## src/hdl/wcsp_pkg.sv

```systemverilog
// Shared types, constants and the arctangent table for the cross-spectrum phase unit.
`default_nettype none

package wcsp_pkg;

    localparam int CFG_IDX_W  = 2;
    localparam int CFG_DATA_W = 32;
    localparam int FREQ_W     = 32;
    localparam int BINW_W     = 24;
    localparam int PHASE_W    = 16;
    localparam int ANG_W      = 14;
    localparam int Z_W        = 27;
    localparam int ATAN_W     = 25;
    localparam int CNT_W      = 5;
    localparam int ATAN_LEN   = 24;

    localparam logic [CFG_IDX_W-1:0] CFG_WINDOW_ENABLE = 2'd0;
    localparam logic [CFG_IDX_W-1:0] CFG_BIN_WIDTH     = 2'd1;
    localparam logic [CFG_IDX_W-1:0] CFG_LOW_EDGE      = 2'd2;
    localparam logic [CFG_IDX_W-1:0] CFG_HIGH_EDGE     = 2'd3;

    localparam logic signed [PHASE_W-1:0] PI_Q13      = 16'sd25736;
    localparam logic signed [Z_W-1:0]     HALF_PI_Q24 = 27'sd26353589;
    localparam logic signed [Z_W-1:0]     ROUND_Q24   = 27'sd1024;

    typedef enum logic [2:0] {
        S_IDLE,
        S_MUL,
        S_CLASS,
        S_NORM,
        S_ROT,
        S_FIN
    } t_state;

    typedef enum logic [1:0] {
        OP_HRLR,
        OP_HILI,
        OP_HILR,
        OP_HRLI
    } t_mop;

    typedef struct packed {
        logic mul;
        t_mop mul_op;
        logic acc;
        t_mop acc_op;
    } t_cross_ctl;

    typedef struct packed {
        logic             load;
        logic             norm;
        logic             rot;
        logic [CNT_W-1:0] step;
    } t_cordic_ctl;

    function automatic logic [ATAN_W-1:0] atan_q24(input logic [CNT_W-1:0] idx);
        logic [ATAN_W-1:0] v;
        case (idx)
            5'd0:    v = 25'd13176795;
            5'd1:    v = 25'd7778716;
            5'd2:    v = 25'd4110060;
            5'd3:    v = 25'd2086331;
            5'd4:    v = 25'd1047214;
            5'd5:    v = 25'd524117;
            5'd6:    v = 25'd262123;
            5'd7:    v = 25'd131069;
            5'd8:    v = 25'd65536;
            5'd9:    v = 25'd32768;
            5'd10:   v = 25'd16384;
            5'd11:   v = 25'd8192;
            5'd12:   v = 25'd4096;
            5'd13:   v = 25'd2048;
            5'd14:   v = 25'd1024;
            5'd15:   v = 25'd512;
            5'd16:   v = 25'd256;
            5'd17:   v = 25'd128;
            5'd18:   v = 25'd64;
            5'd19:   v = 25'd32;
            5'd20:   v = 25'd16;
            5'd21:   v = 25'd8;
            5'd22:   v = 25'd4;
            5'd23:   v = 25'd2;
            default: v = '0;
        endcase
        return v;
    endfunction

endpackage

`default_nettype wire

```

## src/hdl/windowed_cross_spectrum_phase_unit.sv

```systemverilog
// Top level: configuration, bin frequency, sequencer and output word register.
//
//   channel  direction  handshake                   payload
//   bin in   in         i_in_valid / o_in_stall     i_high_re i_high_im i_low_re i_low_im
//                                                   i_bin_last
//   result   out        o_out_valid / i_out_stall   o_freq_hz o_phase o_in_window
//                                                   o_frame_last
//   config   in         i_cfg_we                    i_cfg_index i_cfg_data
//
// An in-window bin passes through the multiply, classify, normalize and rotate states before the
// result register is loaded, with N = min(CORDIC_STEPS, 24) CORDIC iterations; the last normalizing
// step loads the CORDIC, and the shared multiplier forms four products. Bins outside the window go
// straight to the final state; bins with a zero or real cross product skip normalizing and rotation.
// A stalled result holds the block in its final cycle; one new word is taken while a result waits.
// Synchronous active-low reset clears configuration, frequency and control.
`default_nettype none

module windowed_cross_spectrum_phase_unit #(
    parameter int SAMPLE_WIDTH = 16,
    parameter int CORDIC_STEPS = 16
) (
    input  wire                                        i_clk,
    input  wire                                        i_rst_n,
    input  wire                                        i_cfg_we,
    input  wire logic [wcsp_pkg::CFG_IDX_W-1:0]        i_cfg_index,
    input  wire logic [wcsp_pkg::CFG_DATA_W-1:0]       i_cfg_data,
    input  wire                                        i_in_valid,
    output logic                                       o_in_stall,
    input  wire logic signed [SAMPLE_WIDTH-1:0]        i_high_re,
    input  wire logic signed [SAMPLE_WIDTH-1:0]        i_high_im,
    input  wire logic signed [SAMPLE_WIDTH-1:0]        i_low_re,
    input  wire logic signed [SAMPLE_WIDTH-1:0]        i_low_im,
    input  wire                                        i_bin_last,
    output logic                                       o_out_valid,
    input  wire                                        i_out_stall,
    output logic [wcsp_pkg::FREQ_W-1:0]                o_freq_hz,
    output logic signed [wcsp_pkg::PHASE_W-1:0]        o_phase,
    output logic                                       o_in_window,
    output logic                                       o_frame_last
);
    import wcsp_pkg::*;

    localparam int NSTEPS = (CORDIC_STEPS < ATAN_LEN) ? CORDIC_STEPS : ATAN_LEN;
    localparam int MAG_W  = 2 * SAMPLE_WIDTH;

    t_state              r_state, n_state;
    logic [CNT_W-1:0]    r_cnt, n_cnt;

    logic                r_win_en;
    logic [BINW_W-1:0]   r_bin_width;
    logic [FREQ_W-1:0]   r_low_edge, r_high_edge;
    logic [FREQ_W-1:0]   r_acc;
    logic [FREQ_W-1:0]   r_freq_cur;
    logic                r_inwin, r_last;
    logic                r_all_zero, r_im_zero;

    logic                w_accept, w_inwin_now, w_out_free, w_load_out;
    logic [FREQ_W:0]     w_freq_sum;
    logic [FREQ_W-1:0]   w_freq_next;

    t_cross_ctl          w_xctl;
    t_cordic_ctl         w_cctl;
    logic                w_xload;
    logic [MAG_W-1:0]    w_re_mag, w_im_mag;
    logic                w_re_neg, w_im_neg;
    logic                w_norm_done;
    logic [ANG_W-1:0]    w_angle;

    logic signed [PHASE_W-1:0] w_pa, w_ps, w_phase;

    assign w_accept    = i_in_valid && !o_in_stall;
    assign o_in_stall  = (r_state != S_IDLE);
    assign w_out_free  = !o_out_valid || !i_out_stall;
    assign w_load_out  = (r_state == S_FIN) && w_out_free;
    assign w_inwin_now = r_win_en && (r_acc >= r_low_edge) && (r_acc <= r_high_edge);
    assign w_freq_sum  = {1'b0, r_acc} + (FREQ_W + 1)'(r_bin_width);
    assign w_freq_next = w_freq_sum[FREQ_W] ? '1 : w_freq_sum[FREQ_W-1:0];

    wcsp_cross #(
        .SAMPLE_WIDTH (SAMPLE_WIDTH)
    ) u_cross (
        .i_clk     (i_clk),
        .i_load    (w_xload),
        .i_high_re (i_high_re),
        .i_high_im (i_high_im),
        .i_low_re  (i_low_re),
        .i_low_im  (i_low_im),
        .i_ctl     (w_xctl),
        .o_re_mag  (w_re_mag),
        .o_im_mag  (w_im_mag),
        .o_re_neg  (w_re_neg),
        .o_im_neg  (w_im_neg)
    );

    wcsp_cordic #(
        .MAG_W (MAG_W)
    ) u_cordic (
        .i_clk       (i_clk),
        .i_ctl       (w_cctl),
        .i_x_mag     (w_re_mag),
        .i_y_mag     (w_im_mag),
        .o_norm_done (w_norm_done),
        .o_angle     (w_angle)
    );

    always_comb begin
        n_state = r_state;
        case (r_state)
            S_IDLE: begin
                if (w_accept) begin
                    n_state = w_inwin_now ? S_MUL : S_FIN;
                end
            end
            S_MUL: begin
                if (r_cnt == CNT_W'(4)) begin
                    n_state = S_CLASS;
                end
            end
            S_CLASS: begin
                if (w_im_mag == '0) begin
                    n_state = S_FIN;
                end else begin
                    n_state = S_NORM;
                end
            end
            S_NORM: begin
                if (w_norm_done) begin
                    n_state = S_ROT;
                end
            end
            S_ROT: begin
                if (r_cnt == CNT_W'(NSTEPS - 1)) begin
                    n_state = S_FIN;
                end
            end
            S_FIN: begin
                if (w_out_free) begin
                    n_state = S_IDLE;
                end
            end
            default: n_state = S_IDLE;
        endcase
    end

    always_comb begin
        n_cnt          = '0;
        w_xload        = 1'b0;
        w_xctl.mul     = 1'b0;
        w_xctl.mul_op  = t_mop'(r_cnt[1:0]);
        w_xctl.acc     = 1'b0;
        w_xctl.acc_op  = t_mop'(r_cnt[1:0] - 2'd1);
        w_cctl.load    = 1'b0;
        w_cctl.norm    = 1'b0;
        w_cctl.rot     = 1'b0;
        w_cctl.step    = r_cnt;
        case (r_state)
            S_IDLE: begin
                w_xload = w_accept;
            end
            S_MUL: begin
                n_cnt      = r_cnt + CNT_W'(1);
                w_xctl.mul = (r_cnt != CNT_W'(4));
                w_xctl.acc = (r_cnt != CNT_W'(0));
            end
            S_CLASS: begin
                w_cctl.load = 1'b1;
            end
            S_NORM: begin
                w_cctl.norm = 1'b1;
            end
            S_ROT: begin
                w_cctl.rot = 1'b1;
                n_cnt      = r_cnt + CNT_W'(1);
            end
            S_FIN: begin
                n_cnt = '0;
            end
            default: n_cnt = '0;
        endcase
    end

    always_comb begin
        w_pa = w_re_neg ? (PI_Q13 - $signed({2'b00, w_angle}))
                        : $signed({2'b00, w_angle});
        w_ps = w_im_neg ? -w_pa : w_pa;
        if (!r_inwin || r_all_zero) begin
            w_phase = '0;
        end else if (r_im_zero) begin
            w_phase = w_re_neg ? PI_Q13 : '0;
        end else if (w_ps == -PI_Q13) begin
            w_phase = PI_Q13;
        end else begin
            w_phase = w_ps;
        end
    end

    always_ff @(posedge i_clk) begin
        if (!i_rst_n) begin
            r_state     <= S_IDLE;
            r_cnt       <= '0;
            r_win_en    <= 1'b0;
            r_bin_width <= '0;
            r_low_edge  <= '0;
            r_high_edge <= '0;
            r_acc       <= '0;
            o_out_valid <= 1'b0;
        end else begin
            r_state <= n_state;
            r_cnt   <= n_cnt;
            if (i_cfg_we) begin
                case (i_cfg_index)
                    CFG_WINDOW_ENABLE: r_win_en    <= i_cfg_data[0];
                    CFG_BIN_WIDTH:     r_bin_width <= i_cfg_data[BINW_W-1:0];
                    CFG_LOW_EDGE:      r_low_edge  <= i_cfg_data;
                    CFG_HIGH_EDGE:     r_high_edge <= i_cfg_data;
                    default:           r_win_en    <= r_win_en;
                endcase
            end
            if (w_accept) begin
                r_acc <= i_bin_last ? '0 : w_freq_next;
            end
            if (w_load_out) begin
                o_out_valid <= 1'b1;
            end else if (!i_out_stall) begin
                o_out_valid <= 1'b0;
            end
        end
    end

    always_ff @(posedge i_clk) begin
        if (w_accept) begin
            r_freq_cur <= r_acc;
            r_inwin    <= w_inwin_now;
            r_last     <= i_bin_last;
        end
        if (r_state == S_CLASS) begin
            r_all_zero <= (w_re_mag == '0) && (w_im_mag == '0);
            r_im_zero  <= (w_im_mag == '0);
        end
        if (w_load_out) begin
            o_freq_hz    <= r_freq_cur;
            o_phase      <= w_phase;
            o_in_window  <= r_inwin;
            o_frame_last <= r_last;
        end
    end

endmodule

`default_nettype wire

```

## src/hdl/wcsp_cross.sv

```systemverilog
// Cross product high * conj(low) over one shared multiplier, with magnitude and sign outputs.
`default_nettype none

module wcsp_cross #(
    parameter int SAMPLE_WIDTH = 16
) (
    input  wire                              i_clk,
    input  wire                              i_load,
    input  wire logic signed [SAMPLE_WIDTH-1:0] i_high_re,
    input  wire logic signed [SAMPLE_WIDTH-1:0] i_high_im,
    input  wire logic signed [SAMPLE_WIDTH-1:0] i_low_re,
    input  wire logic signed [SAMPLE_WIDTH-1:0] i_low_im,
    input  wire wcsp_pkg::t_cross_ctl        i_ctl,
    output logic [2*SAMPLE_WIDTH-1:0]        o_re_mag,
    output logic [2*SAMPLE_WIDTH-1:0]        o_im_mag,
    output logic                             o_re_neg,
    output logic                             o_im_neg
);
    import wcsp_pkg::*;

    localparam int PW = 2 * SAMPLE_WIDTH;
    localparam int AW = PW + 1;

    logic signed [SAMPLE_WIDTH-1:0] r_hr, r_hi, r_lr, r_li;
    logic signed [SAMPLE_WIDTH-1:0] w_a, w_b;
    logic signed [PW-1:0]           r_prod;
    logic signed [AW-1:0]           r_re, r_im;
    logic signed [AW-1:0]           w_pext;
    logic signed [AW-1:0]           w_re_abs, w_im_abs;

    always_comb begin
        case (i_ctl.mul_op)
            OP_HRLR: begin w_a = r_hr; w_b = r_lr; end
            OP_HILI: begin w_a = r_hi; w_b = r_li; end
            OP_HILR: begin w_a = r_hi; w_b = r_lr; end
            OP_HRLI: begin w_a = r_hr; w_b = r_li; end
            default: begin w_a = r_hr; w_b = r_lr; end
        endcase
    end

    assign w_pext = AW'(r_prod);

    always_ff @(posedge i_clk) begin
        if (i_load) begin
            r_hr <= i_high_re;
            r_hi <= i_high_im;
            r_lr <= i_low_re;
            r_li <= i_low_im;
        end
        if (i_ctl.mul) begin
            r_prod <= w_a * w_b;
        end
        if (i_ctl.acc) begin
            case (i_ctl.acc_op)
                OP_HRLR: r_re <= w_pext;
                OP_HILI: r_re <= r_re + w_pext;
                OP_HILR: r_im <= w_pext;
                OP_HRLI: r_im <= r_im - w_pext;
                default: r_re <= r_re;
            endcase
        end
    end

    assign w_re_abs = r_re[AW-1] ? -r_re : r_re;
    assign w_im_abs = r_im[AW-1] ? -r_im : r_im;
    assign o_re_mag = w_re_abs[PW-1:0];
    assign o_im_mag = w_im_abs[PW-1:0];
    assign o_re_neg = r_re[AW-1];
    assign o_im_neg = r_im[AW-1];

endmodule

`default_nettype wire

```

## src/hdl/wcsp_cordic.sv

```systemverilog
// Normalizing shifter and iterative vectoring CORDIC giving a first-quadrant angle.
`default_nettype none

module wcsp_cordic #(
    parameter int MAG_W = 32
) (
    input  wire                          i_clk,
    input  wire wcsp_pkg::t_cordic_ctl   i_ctl,
    input  wire logic [MAG_W-1:0]        i_x_mag,
    input  wire logic [MAG_W-1:0]        i_y_mag,
    output logic                         o_norm_done,
    output logic [wcsp_pkg::ANG_W-1:0]   o_angle
);
    import wcsp_pkg::*;

    localparam int NW = (MAG_W > 31) ? MAG_W : 31;
    localparam int XW = 33;

    logic [NW-1:0]          r_x, r_y;
    logic [NW-1:0]          w_big;
    logic signed [XW-1:0]   r_cx, r_cy;
    logic signed [XW-1:0]   w_dx, w_dy;
    logic signed [Z_W-1:0]  r_z;
    logic signed [Z_W-1:0]  w_atan;
    logic signed [Z_W-1:0]  w_zc;
    logic signed [Z_W-1:0]  w_zr;

    assign w_big       = (r_x > r_y) ? r_x : r_y;
    assign o_norm_done = ((w_big >> 30) == '0) && ((w_big >> 29) != '0);

    assign w_dx   = r_cy >>> i_ctl.step;
    assign w_dy   = r_cx >>> i_ctl.step;
    assign w_atan = $signed({2'b00, atan_q24(i_ctl.step)});

    always_ff @(posedge i_clk) begin
        if (i_ctl.load) begin
            r_x <= NW'(i_x_mag);
            r_y <= NW'(i_y_mag);
        end else if (i_ctl.norm) begin
            if ((w_big >> 38) != '0) begin
                r_x <= r_x >> 8;
                r_y <= r_y >> 8;
            end else if ((w_big >> 30) != '0) begin
                r_x <= r_x >> 1;
                r_y <= r_y >> 1;
            end else if ((w_big >> 21) == '0) begin
                r_x <= r_x << 8;
                r_y <= r_y << 8;
            end else if ((w_big >> 29) == '0) begin
                r_x <= r_x << 1;
                r_y <= r_y << 1;
            end else begin
                r_cx <= $signed({3'b000, r_x[29:0]});
                r_cy <= $signed({3'b000, r_y[29:0]});
                r_z  <= '0;
            end
        end else if (i_ctl.rot) begin
            if (!r_cy[XW-1]) begin
                r_cx <= r_cx + w_dx;
                r_cy <= r_cy - w_dy;
                r_z  <= r_z + w_atan;
            end else begin
                r_cx <= r_cx - w_dx;
                r_cy <= r_cy + w_dy;
                r_z  <= r_z - w_atan;
            end
        end
    end

    always_comb begin
        if (r_z[Z_W-1]) begin
            w_zc = '0;
        end else if (r_z > HALF_PI_Q24) begin
            w_zc = HALF_PI_Q24;
        end else begin
            w_zc = r_z;
        end
    end

    assign w_zr    = w_zc + ROUND_Q24;
    assign o_angle = w_zr[ANG_W+10:11];

endmodule

`default_nettype wire

```

## config.mk

```make
export PLATFORM = sky130hd
export DESIGN_NAME = windowed_cross_spectrum_phase_unit
export DESIGN_NICKNAME = d
export VERILOG_FILES = /design/src/hdl/wcsp_pkg.sv /design/src/hdl/windowed_cross_spectrum_phase_unit.sv /design/src/hdl/wcsp_cross.sv /design/src/hdl/wcsp_cordic.sv
export SDC_FILE = /design/constraint.sdc
export NUM_CORES = 2
export LEC_CHECK = 0
export BUFFER_PORTS_ARGS = -buffer_cell sky130_fd_sc_hd__buf_2
export CORE_MARGIN = 2
export CORE_UTILIZATION = 60
export CTS_BUF_LIST = sky130_fd_sc_hd__clkbuf_8
export DETAILED_ROUTE_END_ITERATION = 12
export HOLD_SLACK_MARGIN = 0.12
export MAX_ROUTING_LAYER = met4
export PLACE_DENSITY = 0.84
export SKIP_LAST_GASP = 1
export SYNTH_ARGS = -nofsm -noshare
export SYNTH_HDL_FRONTEND = slang
export SYNTH_SLANG_ARGS = --single-unit
export TNS_END_PERCENT = 100
```

## constraint.sdc

```tcl
create_clock -name i_clk -period 19.5 [get_ports i_clk]
set_input_delay 1.95 -clock i_clk [delete_from_list [all_inputs] [get_ports i_clk]]
set_output_delay 1.95 -clock i_clk [all_outputs]
set_load 0.005 [all_outputs]
```

== After elaboration in Yosys (flattened, before gate mapping) ==
Memory sizes are Yosys's and may differ from the RTL's. A register that Yosys moved wholly into a read port is not among the register bits.
Cells that the tools add are included.

* ROM bits: 768
* Flip-flop bits (word level): 535
* Word-level logic and storage cells: 187
* Output and inout bits: 52
* Memories kept: 1
* Bits of input ports: 104

{| class="wikitable"
|+ Memories
! name !! depth !! bits a word !! rd ports !! clocked after memory_dff !! wr ports !! line !! source
|-
| (no name shown) || 32 || 24 || 1 || 1 || 0 || wcsp_pkg.sv:58 || <nowiki>case (idx)</nowiki>
|}

* Add/sub/neg operators: 16
* Shift operators: 2
* $mul: 1
* Reductions and logical operators: 45
* Eq/ne operators: 27
* Mux-type cells: 61
* $lt $le $gt $ge: 4
* Bitwise logic cells: 1

{| class="wikitable"
|+ Operator list
! cell !! count
|-
| two-way mux 32 bit || 15
|-
| two-way mux 33 bit || 12
|-
| two-way mux 27 bit || 6
|-
| zero test 32 bit || 5
|-
| case mux 33 bit (2 select lines) || 2
|-
| adder 33 bit || 2
|-
| >>> shifter 33 x 5 -> 33 bit || 2
|-
| subtractor 33 bit || 2
|-
| two-way mux 16 bit || 4
|-
| negation 32 bit || 2
|-
| case mux 16 bit (2 select lines) || 2
|-
| nonzero test 32 bit || 2
|-
| two-way mux 25 bit || 2
|-
| adder 32 x 24 -> 33 bit || 1
|-
| adder 33 x 32 -> 33 bit || 1
|-
| subtractor 33 x 32 -> 33 bit || 1
|-
| >= comparator 32 bit || 1
|-
| greater-than comparator 32 bit || 1
|-
| <= comparator 32 bit || 1
|-
| multiplier 16 x 16 -> 32 bit || 1
|-
| adder 27 x 26 -> 27 bit || 1
|-
| greater-than comparator 27 x 26 -> 1 bit (second input constant) || 1
|-
| subtractor 27 x 26 -> 27 bit || 1
|-
| adder 25 x 12 -> 25 bit (second input constant) || 1
|-
| 33 further kinds || 88
|}

== Longest topological paths before layout ==
* Word-level depth: 11
* Mapped depth: 36
* Depth with buffers taken out: 30

== Hierarchy ==
Synthesis repeated with hierarchy kept, for this count alone.

* Cells, all modules: 5652
* Area, all modules: 51339.2 sq um

{| class="wikitable"
|+ Modules (own cells, without submodules)
! module !! cells each !! instances !! area an instance (sq um) !! sequential area each (sq um)
|-
| wcsp_cross || 2107 || 1 || 20138.1 || 4864.7
|-
| wcsp_cordic || 2258 || 1 || 19596.3 || 4714.5
|-
| windowed_cross_spectrum_phase_unit || 1287 || 1 || 11604.9 || 5185.0
|}

== Worst setup path before layout ==
Ideal clock, no wire load.

* Kind: register -> register
* Start point: register r_cnt[0]
* End point: register u_cross.r_prod[30] (data pin)
* Setup slack: 9461 ps
* Data required time: 19242 ps
* Clock period less this slack: 10039 ps
* Data arrival time: 9782 ps
* Setup time: 258 ps
* Stages on the path, launching flop included: 37
* Buffers on the path: 8
* Cell sequence: dfxtp_1 > buf_4 > buf_4 > buf_2 > buf_4 > buf_1 > inv_1 > ha_1 > clkbuf_1 > buf_1 > clkbuf_1 > mux2_2 > nand2_1 > fa_1 > inv_1 > fa_1 > inv_1 > fa_1 > fa_1 > inv_1 > fa_1 > inv_1 > fa_1 > inv_1 > ha_1 > or2_2 > a21oi_1 > o31ai_1 > o41ai_1 > nor2_1 > a2111oi_0 > o21ai_0 > a41o_1 > o41a_1 > a21o_1 > a21oi_1 > xnor2_1

* Cells in the longest elaborated chain, start to end: 4
* Elaborated cells on any way between the ends: 11
* Classes of those cells: mul: 1; eq/ne: 3; mux: 2; reduce/logical: 5

{| class="wikitable"
|+ RTL lines
! what !! line !! source
|-
| start, declared || windowed_cross_spectrum_phase_unit.sv:47 || <nowiki>logic [CNT_W-1:0] r_cnt, n_cnt;</nowiki>
|-
| start signal, assigned || windowed_cross_spectrum_phase_unit.sv:209 || <nowiki>r_cnt <= n_cnt;</nowiki>
|-
| equality test 2 bit, or another cell as far along || wcsp_cross.sv:32 || <nowiki>case (i_ctl.mul_op)</nowiki>
|-
| OR reduction 2 bit (no line) || -- ||
|-
| case mux 16 bit (2 select lines) || wcsp_cross.sv:32 ||
|-
| multiplier 16 x 16 -> 32 bit * || wcsp_cross.sv:51 || <nowiki>r_prod <= w_a * w_b;</nowiki>
|-
| end signal, assigned || wcsp_cross.sv:51 ||
|-
| end, declared || wcsp_cross.sv:26 || <nowiki>logic signed [PW-1:0] r_prod;</nowiki>
|}

Mark *: on every way between the ends. The rest lies on a longest branch, timed or not.
A chain may end at the register's enable or synchronous reset.

== Final worst setup path ==
Ends and elaborated chain as after synthesis.

==> results.txt <==
----------------------------------------------------
[Clock network]
  Postcts setup bufs ... 0
  Buffer depth of the longest clock path ... 3
  Number of H-tree levels ... 3
  TritonCTS clock tree ... built
  Clock latency at the later pin of the worst-skew pair ... 810 ps
  Number of buffers created by CTS ... 100
  Hold_buf cts ... 0
  Clock-pin slew of the registers on the worst-case setup and hold paths ... 80 ps
  TritonCTS sink count ... 559
  Cts repair resizes ... 0
  Buffer cell driving the clock tree root ... clkbuf_8

[Timing]
  Max transition margin ... 18.3%
  Fin. max-slew vios ... 0
  Minimum clock period after layout ... 10680 ps
  Sum of negative setup slack ... 0 ps
  Least-Margin Pin Slew ... 1220 ps
  Final number of hold-violating endpoints ... 0
  Setup violations, final ... 0
  Clock skew after layout ... 70.6 ps
  Max Freq ... 93.6 MHz
  Setup repair after global routing missed its margin ... no
  Fraction of the cycle the final worst path needs ... 54.8%

[Synth]
  Number of distinct library cells after synthesis ... 101
  Most numerous cell types in the synthesized netlist ... nand2_1, inv_1, nor2_1
  Number of flip-flops and latches in the synthesized netlist ... 559
  Total of warnings raised by yosys ... 0
  Library cell with the largest summed area after synthesis ... edfxtp_1
  Sequential cell area fraction in the yosys report ... 29.9%
  Cell with the most instances after synthesis ... nand2_1
  Cell Area, Synth ... 51000 um^2
  Number of standard cells after synthesis ... 5565
  Fraction of post-synthesis cell area in the top cell type by area ... 23.8%
  Number of enable-type register cells in the synthesized netlist ... 405
  Net count after synthesis ... 6314
  Mean instance size in the synthesized netlist ... 9.17 um^2
  Dominant synthesized flop cell ... edfxtp_1
  Post-synthesis async set-or-reset flop share ... 0%
  Dominant cells by area after synthesis ... edfxtp_1, fa_1, ha_1, dfxtp_1, nand2_1

[Placement]
  Half-perimeter wire length after placement ... 107000 um
  Buffers on Ports ... 155
  Gpl congestion ... 1.01

[Route]
  Final Routed Wirelength ... 141000 um
  Vias/cell ... 6.15
  Vias ... 42300
  DRT Pass-1 Iters ... 9
  Initial DRC Count ... 3481
  Drt wl/cell ... 20.4 um
  Final routed DRC violation total ... 0
  Post-DRT Antenna Nets ... 0

[Setup path]
  Family of cells with the greatest summed delay on the critical path ... adder cells
  Reg2reg start ... r_cnt[0]$_SDFF_PN0_
  Number of buffer and inverter instances along the worst setup path ... 7
  Data arrival time of the critical path ... 11240 ps
  Class of the most critical setup path ... reg2reg
  Worst Reg2Reg Path Length in Cells ... 30
  Highest fanout seen on the critical path ... 51
  Startpoint Class ... register
  Worst setup slack for register-to-register paths ... 8820 ps
  Cell with the largest stage delay on the worst path ... mux2i_1
  Critical Path Sink Type ... register
  CP Data Required Time ... 20060 ps
  Delay contributed by the slowest stage of the critical path ... 900 ps
  Worst flop-to-flop path endpoint ... u_cross.r_prod[30]$_DFFE_PP_

[Worst hold path]
  Hold Startpoint ... r_freq_cur[24]$_DFFE_PP_
  Depth of the worst hold-timing path ... 0
  End of the worst hold path ... o_freq_hz[24]$_DFFE_PP_
  Classification of the worst-slack hold path ... reg2reg

[Outcome]
  Outcome ... finished, final reports clean

[GRT]
  Initial antenna violation count ... 8
  Aggregate global routing overflow ... 0
  Largest net degree at the start of global routing ... 82
  Global routing usage on met3 ... 5.13%
  Total GRT Usage ... 33.3%
  Met1 Usage GRT ... 41.6%
  Global routing's busiest layer ... met2
  Vias in the first global route ... 42000
  GR Layer Usage met2 ... 52.2%
  Global-route wire length before repair ... 224000 um

[Floorplanning]
  Width of the die ... 296 um
  Core Area ... 84000 um^2
  Std-Cell Rows ... 106
  Total I/O pin count ... 156
  Effective utilization at floorplan ... 60.8%
  Die Height ... 296 um
  Floorplan die area ... 87400 um^2

[Job]
  Max-cap violation count ... 0

[Cells and area]
  Layout area overhead ... 7.72%
  Fraction of final layout cells with drive strength greater than 1 ... 10.0%
  Final-stage net count ... 6408

----------------------------------------------------
## area by class of cell
class / instances / area (um^2)
sequential: 559 / 15200
multi-input combinational: 4253 / 33100
clock buffer: 109 / 1500
inverter: 536 / 2010
fill: 6698 / 29000
tap: 1134 / 1420
timing repair buffer: 209 / 1180
clock inverter: 79 / 536
antenna: 8 / 20.0
## routing by layer
layer  vias up  share of wire [%]
met3       436                7.1
met5         -                  0
li1      19800                  -
met1     20400                 41
met4         0                5.8
met2      1739                 46
## metrics by stage
stage	instances	cell area, um^2	setup WS (ps)	utilization [%]	hold slack (ps)
6_report	6887	55000	8820	65.5	414
5_1_grt	6886	55000	8160	65.5	423
4_1_cts	6879	55000	8870	65.5	417
3_5_place_dp	6691	52900	8830	63.1	405
3_3_place_gp	6691	52900	9060	63.1	402
2_1_floorplan	5565	51000	9460	-	400
## worst max-delay path by stage
stage / from / end / slack (ps) / cells after the start
after floorplan: r_cnt[0]$_SDFF_PN0_ / u_cross.r_prod[30]$_DFFE_PP_ / 9460 / 36
after global placement: r_cnt[0]$_SDFF_PN0_ / u_cross.r_prod[30]$_DFFE_PP_ / 9060 / 30
after detailed placement: r_cnt[0]$_SDFF_PN0_ / u_cross.r_prod[30]$_DFFE_PP_ / 8830 / 30
after CTS: r_cnt[0]$_SDFF_PN0_ / u_cross.r_prod[30]$_DFFE_PP_ / 8870 / 30
after global routing: r_cnt[0]$_SDFF_PN0_ / u_cross.r_prod[30]$_DFFE_PP_ / 8160 / 30
final: r_cnt[0]$_SDFF_PN0_ / u_cross.r_prod[30]$_DFFE_PP_ / 8820 / 30
## placed cells by master, fill, tap and decap left out, types with 43 or more instances in the layout
master	count
nor2_1	457
xnor2_1	198
and2_1	49
edfxtp_1	405
nor3_1	98
mux2_2	60
a21boi_0	95
o21a_1	65
ha_1	375
buf_2	155
xor2_1	157
nand2b_1	64
buf_4	54
mux2i_1	110
a21oi_1	293
o21ai_0	343
a21o_1	76
nand3_1	96
fa_1	268
dfxtp_1	152
nand2_1	719
nor2b_1	48
inv_1	567
or3_1	43
clkbuf_8	109
mux4_2	92
## flip-flops by register name, summed over array words and instances (netlist names), 3 cells and up
register and flops:
u_cordic.r_z 27, u_cross.r_li 16, r_cnt 5, u_cordic.r_x 32
u_cordic.w_atan 24, u_cordic.r_y 32, r_low_edge 32, o_phase 16
r_high_edge 32, r_acc 32, u_cordic.r_cy 33, r_freq_cur 32
u_cordic.r_cx 33, o_freq_hz 32, r_bin_width 24, r_state 3
u_cross.r_im 33, u_cross.r_hr 16, u_cross.r_lr 16, u_cross.r_prod 32
u_cross.r_re 33, u_cross.r_hi 16
## worst register-to-register path, delay by kind of cell (launching register included)
| kind | cells | cell delay (ps) |
|---|---|---|
| adder cells (fa/ha/maj) | 8 | 3400 |
| AO/OA/AOI/OAI | 11 | 3350 |
| buffers and inverters | 7 | 1780 |
| multiplexers | 1 | 960 |
| flip-flops | 1 | 600 |
| AND/OR/NAND/NOR | 2 | 290 |
| XOR/XNOR | 1 | 90 |
## cells by family (layout without fill, tap and decap cells)
kind of cell             after synthesis  count (layout)  synth area share [%]
multiplexers                         265             265                  7.60
buffers and inverters                753             933                  5.61
AO/OA/AOI/OAI                       1216            1216                  15.2
adder cells (fa/ha/maj)              645             645                  19.8
other                                  0               8                     0
XOR/XNOR                             355             355                  6.09
AND/OR/NAND/NOR                     1772            1772                  15.9
flip-flops                           559             559                  29.9
Power is left out: the tool's default activity adds up to more than one toggle a clock period on the data nets, which glitch-free logic cannot reach.
